`src/design/crc32_msb_first_remainder_defines.svh`:
```
// Assertion helpers shared by the CRC block.
`ifndef CRC32_MSB_FIRST_REMAINDER_DEFINES_SVH
`define CRC32_MSB_FIRST_REMAINDER_DEFINES_SVH

// Same-cycle implication.
`define CRC32M_ASSERT_NOW(lbl, clk, rst, ante, cons, msg) \
   lbl: assert property (@(posedge clk) disable iff (rst) (ante) |-> (cons)) \
      else $error(msg);

// Next-cycle implication.
`define CRC32M_ASSERT_NEXT(lbl, clk, rst, ante, cons, msg) \
   lbl: assert property (@(posedge clk) disable iff (rst) (ante) |=> (cons)) \
      else $error(msg);

`endif

```
`src/design/crc32m_pkg.sv`:
```
package crc32m_pkg;

   localparam int CRC_BYTES_DEFAULT = 4;
   localparam logic [31:0] POLY_RESET = 32'h04C11DB7;
   localparam int CSR_ADDR_BITS = 3;

   // Register index as decoded from the word address bit.
   localparam logic REG_POLYNOMIAL = 1'b0;

   typedef enum logic {
      CMD_DATA   = 1'b0,
      CMD_FINISH = 1'b1
   } cmd_type;

   typedef struct packed {
      cmd_type    cmd;
      logic [7:0] data;
   } beat_type;

   typedef struct packed {
      logic s1_valid;
      logic s1_finish;
      logic advance;
   } status_type;

endpackage

```
`src/design/crc32m_csr.sv`:
```
module crc32m_csr (
   input  logic                                clock,
   input  logic                                reset,
   input  logic                                csr_psel,
   input  logic                                csr_penable,
   input  logic                                csr_pwrite,
   input  logic [crc32m_pkg::CSR_ADDR_BITS-1:0] csr_paddr,
   input  logic [31:0]                         csr_pwdata,
   output logic [31:0]                         csr_prdata,
   output logic                                csr_pready,
   output logic [31:0]                         poly
);
   import crc32m_pkg::*;

   logic [31:0] poly_ff;
   logic        reg_idx;
   logic        wr_en;

   assign reg_idx    = csr_paddr[CSR_ADDR_BITS-1];
   assign csr_pready = 1'b1;
   assign wr_en      = csr_psel && csr_penable && csr_pwrite && csr_pready
                       && (reg_idx == REG_POLYNOMIAL);

   always_ff @(posedge clock) begin
      if (reset) begin
         poly_ff <= POLY_RESET;
      end else if (wr_en) begin
         poly_ff <= csr_pwdata;
      end
   end

   always_comb begin
      case (reg_idx)
         REG_POLYNOMIAL: csr_prdata = poly_ff;
         default:        csr_prdata = 32'd0;
      endcase
   end

   assign poly = poly_ff;

endmodule

```
`src/design/crc32m_core.sv`:
```
module crc32m_core #(
   parameter int CRC_BYTES = crc32m_pkg::CRC_BYTES_DEFAULT
) (
   input  logic                   clock,
   input  logic                   reset,
   input  logic [31:0]            poly,
   input  logic                   req_tvalid,
   output logic                   req_tready,
   input  crc32m_pkg::cmd_type    req_cmd,
   input  logic [7:0]             req_data,
   output logic                   rsp_tvalid,
   input  logic                   rsp_tready,
   output logic [31:0]            rsp_crc,
   output logic [31:0]            rsp_count,
   output crc32m_pkg::status_type status
);
   import crc32m_pkg::*;

   localparam int RemBits = 8 * CRC_BYTES;

   beat_type           s1_beat_ff;
   logic               s1_valid_ff;
   logic               advance;
   logic               s1_finish;

   logic [RemBits-1:0] crc_ff;
   logic [RemBits-1:0] crc_in;
   logic [31:0]        count_ff;
   logic [31:0]        count_in;
   logic [RemBits-1:0] poly_aligned;
   logic [31:0]        crc_low;

   logic               rsp_valid_ff;
   logic [31:0]        rsp_crc_ff;
   logic [31:0]        rsp_count_ff;

   // Polynomial register is MSB aligned to the remainder width.
   generate
      if (RemBits > 32) begin : g_poly_wide
         assign poly_aligned = {poly, {(RemBits-32){1'b0}}};
      end else begin : g_poly_narrow
         assign poly_aligned = poly[31 -: RemBits];
      end
      if (RemBits >= 32) begin : g_out_wide
         assign crc_low = crc_ff[31:0];
      end else begin : g_out_narrow
         assign crc_low = {{(32-RemBits){1'b0}}, crc_ff};
      end
   endgenerate

   assign s1_finish  = (s1_beat_ff.cmd == CMD_FINISH);
   // A held result blocks only a finish beat.
   assign advance    = s1_valid_ff && (!s1_finish || !rsp_valid_ff || rsp_tready);
   assign req_tready = !s1_valid_ff || advance;

   // Remainder kept in direct (non-augmented) form: feedback is the top bit
   // xor the incoming bit, so finish needs no trailing zero shifts.
   always_comb begin
      logic [RemBits-1:0] work;
      logic [7:0]         bits;
      logic               fb;
      work = crc_ff;
      bits = s1_beat_ff.data;
      for (int k = 0; k < 8; k++) begin
         fb   = work[RemBits-1] ^ bits[7];
         work = (work << 1) ^ ({RemBits{fb}} & poly_aligned);
         bits = bits << 1;
      end
      crc_in = work;
   end

   assign count_in = (count_ff == 32'hFFFF_FFFF) ? count_ff : count_ff + 32'd1;

   always_ff @(posedge clock) begin
      if (reset) begin
         s1_valid_ff <= 1'b0;
      end else if (req_tready) begin
         s1_valid_ff <= req_tvalid;
      end
   end

   always_ff @(posedge clock) begin
      if (req_tvalid && req_tready) begin
         s1_beat_ff.cmd  <= req_cmd;
         s1_beat_ff.data <= req_data;
      end
   end

   always_ff @(posedge clock) begin
      if (reset) begin
         crc_ff   <= '0;
         count_ff <= '0;
      end else if (advance) begin
         case (s1_beat_ff.cmd)
            CMD_DATA: begin
               crc_ff   <= crc_in;
               count_ff <= count_in;
            end
            default: begin
               crc_ff   <= '0;
               count_ff <= '0;
            end
         endcase
      end
   end

   always_ff @(posedge clock) begin
      if (reset) begin
         rsp_valid_ff <= 1'b0;
      end else if (advance && s1_finish) begin
         rsp_valid_ff <= 1'b1;
      end else if (rsp_tready) begin
         rsp_valid_ff <= 1'b0;
      end
   end

   always_ff @(posedge clock) begin
      if (advance && s1_finish) begin
         rsp_crc_ff   <= crc_low;
         rsp_count_ff <= count_ff;
      end
   end

   assign rsp_tvalid = rsp_valid_ff;
   assign rsp_crc    = rsp_crc_ff;
   assign rsp_count  = rsp_count_ff;

   assign status.s1_valid  = s1_valid_ff;
   assign status.s1_finish = s1_finish;
   assign status.advance   = advance;

endmodule

```
`src/design/crc32_msb_first_remainder.sv`:
```
// Channel | Dir | Ports                               | Contents
// req     | in  | req_tvalid/tready/tdata/tuser       | data byte; command
// rsp     | out | rsp_tvalid/tready/tdata            | crc value, byte count
// csr     | in  | csr_psel/penable/pwrite/paddr/...   | polynomial at 0x0
//
// One beat per cycle unless a held result stalls a finish beat: eight bit steps of the
// remainder update run combinationally between the input stage and the state/result registers.
// A finish beat passes the input stage and then loads the result register, held until taken.
// Reset (synchronous) clears remainder, byte count and valids; polynomial = 0x04C11DB7.
// A result waiting on rsp_tready stalls only a following finish beat.
`include "crc32_msb_first_remainder_defines.svh"

module crc32_msb_first_remainder #(
   parameter int CRC_BYTES = crc32m_pkg::CRC_BYTES_DEFAULT
) (
   input  logic                                clock,
   input  logic                                reset,
   input  logic                                req_tvalid,
   output logic                                req_tready,
   input  logic [7:0]                          req_tdata,   // [7:0] data_byte
   input  logic [0:0]                          req_tuser,   // [0] command
   output logic                                rsp_tvalid,
   input  logic                                rsp_tready,
   output logic [63:0]                         rsp_tdata,   // [31:0] crc_value, [63:32] byte_count
   input  logic                                csr_psel,
   input  logic                                csr_penable,
   input  logic                                csr_pwrite,
   input  logic [crc32m_pkg::CSR_ADDR_BITS-1:0] csr_paddr,
   input  logic [31:0]                         csr_pwdata,
   output logic [31:0]                         csr_prdata,
   output logic                                csr_pready
);
   import crc32m_pkg::*;

   logic [31:0] poly;
   logic [31:0] rsp_crc;
   logic [31:0] rsp_count;
   status_type  status;
   cmd_type     req_cmd;

   assign req_cmd = cmd_type'(req_tuser[0]);

   crc32m_csr u_csr (
      .clock       (clock),
      .reset       (reset),
      .csr_psel    (csr_psel),
      .csr_penable (csr_penable),
      .csr_pwrite  (csr_pwrite),
      .csr_paddr   (csr_paddr),
      .csr_pwdata  (csr_pwdata),
      .csr_prdata  (csr_prdata),
      .csr_pready  (csr_pready),
      .poly        (poly)
   );

   crc32m_core #(
      .CRC_BYTES (CRC_BYTES)
   ) u_core (
      .clock      (clock),
      .reset      (reset),
      .poly       (poly),
      .req_tvalid (req_tvalid),
      .req_tready (req_tready),
      .req_cmd    (req_cmd),
      .req_data   (req_tdata),
      .rsp_tvalid (rsp_tvalid),
      .rsp_tready (rsp_tready),
      .rsp_crc    (rsp_crc),
      .rsp_count  (rsp_count),
      .status     (status)
   );

   assign rsp_tdata = {rsp_count, rsp_crc};

   `CRC32M_ASSERT_NEXT(a_finish_loads_result, clock, reset, status.advance && status.s1_finish, rsp_tvalid, "finish beat did not load a result")
   `CRC32M_ASSERT_NOW(a_ready_when_empty, clock, reset, !status.s1_valid, req_tready, "input stage empty but not ready")
   `CRC32M_ASSERT_NEXT(a_no_spurious_result, clock, reset, !rsp_tvalid && !(status.advance && status.s1_finish), !rsp_tvalid, "result valid without finish beat")

endmodule

```
`config.mk`:
```
export PLATFORM = sky130hd
export DESIGN_NAME = crc32_msb_first_remainder
export DESIGN_NICKNAME = d
export VERILOG_FILES = /design/src/design/crc32m_pkg.sv /design/src/design/crc32m_csr.sv /design/src/design/crc32m_core.sv /design/src/design/crc32_msb_first_remainder.sv
export VERILOG_INCLUDE_DIRS = /design/src /design/src/design
export SDC_FILE = /design/constraint.sdc
export NUM_CORES = 1
export LEC_CHECK = 0
export ABC_CLOCK_PERIOD_IN_PS = 6300
export BUFFER_PORTS_ARGS = -buffer_cell sky130_fd_sc_hd__buf_4
export CAP_MARGIN = 25
export CORE_ASPECT_RATIO = 0.5
export CORE_MARGIN = 5
export CORE_UTILIZATION = 52
export DETAILED_ROUTE_END_ITERATION = 8
export PLACE_DENSITY = 0.84
export SKIP_CTS_REPAIR_TIMING = 1
export SYNTH_ARGS = -nofsm -noshare
export SYNTH_HDL_FRONTEND = slang
export SYNTH_SLANG_ARGS = --single-unit
```
`constraint.sdc`:
```
create_clock -name clock -period 6.3 [get_ports clock]
set_input_delay 1.26 -clock clock [delete_from_list [all_inputs] [get_ports clock]]
set_output_delay 1.26 -clock clock [all_outputs]
set_load 0.05 [all_outputs]
```
Word level (Yosys, flattened, before mapping)
Index checks and enable logic that the tools add are counted.

word-level totals
  register bits = 171
  output and inout port bits = 99

operators by class
  add/subtract/negate cells = 1
  eq/ne operators = 2
  mux-type cells = 6
  bitwise operators = 25
  reductions and logical operators = 14

operator list
  operator                                       count
  AND 32 bit                                     8
  bitwise XOR 32 bit                             8
  two-way mux 32 bit                             4
  adder 32 x 1 -> 32 bit, second input constant  1
  equality test 32 bit, second input constant    1
  bitwise XOR 1 bit                              8
  logical AND 1 bit                              6
  logical NOT 1 bit                              3
  logical OR 1 bit                               3
  two-way mux 1 bit                              2
  != test 2 x 1 -> 1 bit, second input constant  1
  AND reduction 2 bit                            1
  nonzero test 2 bit                             1
  NOT 1 bit                                      1

Depth between registers and ports, before layout
  depth after elaboration = 25
  depth in mapped cells = 15
  mapped depth without buffers = 12

Hierarchy
A second synthesis with hierarchy kept.

unflattened totals
  cell total of the unflattened synthesis = 1191
  area, all modules = 10766.6 µm²

modules (own cells, without submodules)
  module       times used  cells an instance  area each (µm²)  sequential area each (µm²)
  crc32m_core  1           1014               9138.8           3513.4
  crc32m_csr   1           177                1627.8           640.6

Worst setup path after synthesis
No wires, ideal clock.

  path type = reg-to-reg
  start = reg u_core.s1_beat_ff[5] in the netlist's numbering
  end = reg u_core.crc_ff[19]
  library setup time = 0.069 ns
  arrival time = 3.442 ns
  setup slack = 2.789 ns
  stages on the path, launching flop included = 14
  buffers on the path = 1
  cells stage by stage = edfxtp_1 -> xnor2_2 -> xnor2_1 -> and3_1 -> or4_1 -> nand3_1 -> xnor3_1 -> xnor2_2 -> a311o_1 -> a31o_2 -> buf_6 -> nand3_1 -> xnor3_1 -> o21ai_1

between the ends
  word-level cells in the longest chain between the ends = 19

ends and longest elaborated chain
  what                    line               RTL
  start: declaration      crc32m_core.sv:21  beat_type s1_beat_ff;
  bitwise XOR 1 bit *     crc32m_core.sv:65  fb = work[RemBits-1] ^ bits[7];
  AND 32 bit *            crc32m_core.sv:66  work = (work << 1) ^ ({RemBits{fb}} & poly_aligned);
  bitwise XOR 32 bit *    crc32m_core.sv:66
  bitwise XOR 1 bit       crc32m_core.sv:65
  AND 32 bit              crc32m_core.sv:66
  bitwise XOR 32 bit *    crc32m_core.sv:66
  bitwise XOR 1 bit       crc32m_core.sv:65
  AND 32 bit              crc32m_core.sv:66
  [3 not listed]          --
  bitwise XOR 32 bit *    crc32m_core.sv:66
  bitwise XOR 1 bit       crc32m_core.sv:65
  AND 32 bit              crc32m_core.sv:66
  bitwise XOR 32 bit *    crc32m_core.sv:66
  bitwise XOR 1 bit       crc32m_core.sv:65
  AND 32 bit              crc32m_core.sv:66
  bitwise XOR 32 bit *    crc32m_core.sv:66
  two-way mux 32 bit *    crc32m_core.sv:94  case (s1_beat_ff.cmd)
  end signal: assignment  crc32m_core.sv:96  crc_ff <= crc_in;
  end: declaration        crc32m_core.sv:26  logic [RemBits-1:0] crc_ff;

Every way passes the cells marked *; elsewhere a longest branch is shown, timed or not.
A chain may end at the register's enable or synchronous reset.

Final worst setup path
  start = reg u_csr.poly_ff[31], in the netlist u_csr.poly[31]
  end = reg u_core.crc_ff[9]

between the ends
  word-level cells in the longest chain between the ends = 24

ends and longest elaborated chain
  what                      line               RTL
  start: declaration        crc32m_csr.sv:15   logic [31:0] poly_ff;
  start signal: assignment  crc32m_csr.sv:28   poly_ff <= csr_pwdata;
  AND 32 bit                crc32m_core.sv:66
  bitwise XOR 32 bit        crc32m_core.sv:66
  bitwise XOR 1 bit         crc32m_core.sv:65
  AND 32 bit                crc32m_core.sv:66
  bitwise XOR 32 bit        crc32m_core.sv:66
  bitwise XOR 1 bit         crc32m_core.sv:65
  AND 32 bit                crc32m_core.sv:66
  bitwise XOR 32 bit        crc32m_core.sv:66
  [8 not listed]            --
  bitwise XOR 32 bit        crc32m_core.sv:66
  bitwise XOR 1 bit         crc32m_core.sv:65
  AND 32 bit                crc32m_core.sv:66
  bitwise XOR 32 bit *      crc32m_core.sv:66
  bitwise XOR 1 bit         crc32m_core.sv:65
  AND 32 bit                crc32m_core.sv:66
  bitwise XOR 32 bit *      crc32m_core.sv:66
  two-way mux 32 bit *      crc32m_core.sv:94

Marked as above.

==> impl_metrics.env <==
export IMPL_outcome="complete, no violations"
export IMPL_drc=0
export IMPL_cts_clk_slew_worst_paths_ns=0.07
export IMPL_hold_violations=0
export IMPL_die_y_um=109
export IMPL_place_inst=1461
export IMPL_cts_tree="yes"
export IMPL_gr_usage_all_layers_pct=21.8
export IMPL_drv_cap=0
export IMPL_vias=8161
export IMPL_ys_seq_elements=171
export IMPL_yosys_area_top_type="edfxtp_1"
export IMPL_p_clk_share_pct=29.3
export IMPL_tns_ns=0
export IMPL_setup_violations=0
export IMPL_antenna_found_initial=0
export IMPL_grt_pass1_vias=7763
export IMPL_synthesis_instances=1125
export IMPL_power_density_nw_per_um2=314
export IMPL_drive_gt1_share_pct=17.0
export IMPL_grt_start_max_net_pins=41
export IMPL_min_period_ns=5.11
export IMPL_synthDistinctLibCells=64
export IMPL_die_area_um2=22500
export IMPL_start_util_pct=52.5
export IMPL_fin_nets=1267
export IMPL_synthArstFlopShare_pct=0
export IMPL_root_buffer="clkbuf_16"
export IMPL_tightest_slew_ns=1.04
export IMPL_netlist_area_um2=10100
export IMPL_rows=36
export IMPL_ant_nets=0
export IMPL_port_buffers=146
export IMPL_end_kind="register"
export IMPL_finClkSkew_ns=0.00907
export IMPL_wl_mm=24.9
export IMPL_grt_first_pass_wirelength_mm=39.5
export IMPL_cts_max_level=4
export IMPL_grt_ovfl_total=0
export IMPL_clk_latency_ns=0.44
export IMPL_max_vdd_ir_drop_mv=0.218
export IMPL_crit_fanout=23
export IMPL_fmax_mhz=196
export IMPL_crit_type="register to register"
export IMPL_first_pass_iters=5
export IMPL_rsz0062_at_grt="no"
export IMPL_io_pins=150
export IMPL_synth_edff_count=73
export IMPL_worstPathRequired_ns=6.66
export IMPL_synth_seq_area_share_pct=41.1
export IMPL_dp_hpwl_mm=16.9
export IMPL_synthTopCellsByArea="edfxtp_1 22%, dfxtp_1 19%, xnor2_1 16%"
export IMPL_synth_top_area_share_pct=21.7
export IMPL_wl_per_cell_um=16.6
export IMPL_p_sw_w=0.00115
export IMPL_syn_num_nets=1177
export IMPL_viasPerCell=5.46
export IMPL_p_sw_share_pct=30.7
export IMPL_p_int_w=0.00259
export IMPL_core_um2=19300
export IMPL_leakagePower_nw=4.91
export IMPL_min_path_type="register to register"
export IMPL_clockBufferDepth=2
export IMPL_power_frac_comb_pct=37.1
export IMPL_worstSetupStartpointType="register"
export IMPL_syn2layout_area_growth_pct=17.4
export IMPL_synth_area_per_cell_um2=8.99
export IMPL_drv_slew=0
export IMPL_ys_flop_type="dfxtp_1"
export IMPL_p_seq_share_pct=33.6
export IMPL_drtIter0Drc=685
export IMPL_post_route_period_util_pct=81.1
export IMPL_die_w_um=207
export IMPL_cts_buffers=17
export IMPL_gp_congestion=0.867
export IMPL_p_total_w=0.00373
export IMPL_cts_sinks=171
export IMPL_ys_warn_count=0
export IMPL_worst_slew_margin_rel_pct=30.7
export IMPL_stdcell_count=1495
export IMPL_finalHoldWorstSlack_ns=0.478
export IMPL_cp_data_arrival_time_ns=5.47
## sequential cells by signal (all words and copies together) (netlist names)
signal / flops
u_core.rsp_count: 32
u_core.crc_ff: 32
u_core.rsp_tvalid: 1
u_core.s1_beat_ff: 8
u_core.rsp_crc: 32
u_core.count_ff: 32
u_core.s1_valid_ff: 1
u_core.s1_finish: 1
u_csr.poly: 32
## Yosys cell counts, types with 2 or more instances
cell type,number
a21oi_1,26
a32oi_1,2
and2_1,2
and3_1,10
and4_1,4
buf_1,5
buf_2,30
buf_4,4
buf_6,7
clkbuf_1,42
dfxtp_1,98
edfxtp_1,73
inv_1,6
mux2i_1,2
nand2_1,321
nand2b_1,2
nand3_1,54
nand3b_1,14
nand4_1,8
nor2_1,48
nor2b_1,32
nor3_1,5
nor3b_1,2
nor4_1,3
o211ai_1,3
o21ai_0,8
o21ai_1,28
o22ai_1,2
o31ai_1,3
or2_2,2
xnor2_1,184
xnor2_2,3
xnor3_1,30
xor2_1,32
## through the flow
step | area [um2] | utilization, % | setup WS (ns)
4_1_cts | 11900 | 61.5 | 1.34
3_5_place_dp | 11200 | 58.3 | 1.38
2_1_floorplan | 10100 | - | 2.79
6_report | 11900 | 61.6 | 1.19
5_1_grt | 11900 | 61.6 | 0.830
3_3_place_gp | 11200 | 58.3 | 1.59
## logic make-up after synthesis
logic type / after synthesis / synth area share, %
buffers and inverters: 94 / 4.53
multiplexers: 2 / 0.198
adder cells (fa/ha/maj): 1 / 0.124
AND/OR/NAND/NOR: 516 / 22.5
flip-flops: 171 / 41.1
XOR/XNOR: 250 / 26.0
other: 1 / 0.0371
AO/OA/AOI/OAI: 90 / 5.52
## per-layer routing
metal	wire (um)	track usage, %
met5	0	0
met4	550	7.40
met3	1990	5.49
met2	11700	36.5
met1	10600	28.2
## path summary, 6_finish.rpt
| path | cells past startpoint | slack [ns] | to | from |
|---|---|---|---|---|
| worst min-delay path | 2 | 0.48 | u_core.crc_ff[23] | u_core.crc_ff[23] |
| worst max-delay path | 13 | 1.19 | u_core.crc_ff[9] | u_csr.poly[31] |
| worst max register to register | 13 | 1.19 | u_core.crc_ff[9] | u_csr.poly[31] |
| worst min register to register | 2 | 0.48 | u_core.crc_ff[23] | u_core.crc_ff[23] |
## placed cells by master, fill, tap and decap left out, types with 28 or more instances in the layout
master    netlist  routed
o21ai_1        28      28
buf_4           4     158
nand2_1       321     321
xor2_1         32      32
nor2b_1        32      32
dfxtp_1        98      98
nor2_1         48      48
xnor2_1       184     181
xnor3_1        30      30
edfxtp_1       73      73
nand3_1        54      54
## worst max-delay path, stage by stage, from the launching register on
cell and delay (ns):
dfxtp_1 0.77, inv_1 0.38, o21ai_0 0.36, a21oi_1 0.14
o311a_1 0.42, a211oi_4 0.42, mux2i_1 0.18, o21ai_0 0.53
and2_0 0.54, buf_4 0.40, nand2_1 0.11, xnor2_1 0.22
xnor3_1 0.43, o21ai_1 0.12
## power by group through the flow
stage / clock (W) / combinational (W) / sequential (W)
floorplan: 0 / 0.00115 / 0.00128
global placement: 0 / 0.00134 / 0.00128
detailed placement: 0 / 0.00137 / 0.00128
CTS: 0.00111 / 0.00138 / 0.00125
global route: 0.00116 / 0.00148 / 0.00126
finish: 0.00109 / 0.00139 / 0.00126
## layout make-up
class | instances | area [um2]
Timing Repair Buffer | 159 | 1200
Antenna cell | 1 | 2.50
Clock buffer | 20 | 468
Inverter | 6 | 22.5
Fill cell | 1587 | 7410
Tap cell | 266 | 333
Clock inverter | 12 | 153
Sequential cell | 171 | 4150
Multi-Input combinational cell | 860 | 5540
(Power assumes the default switching activity.)
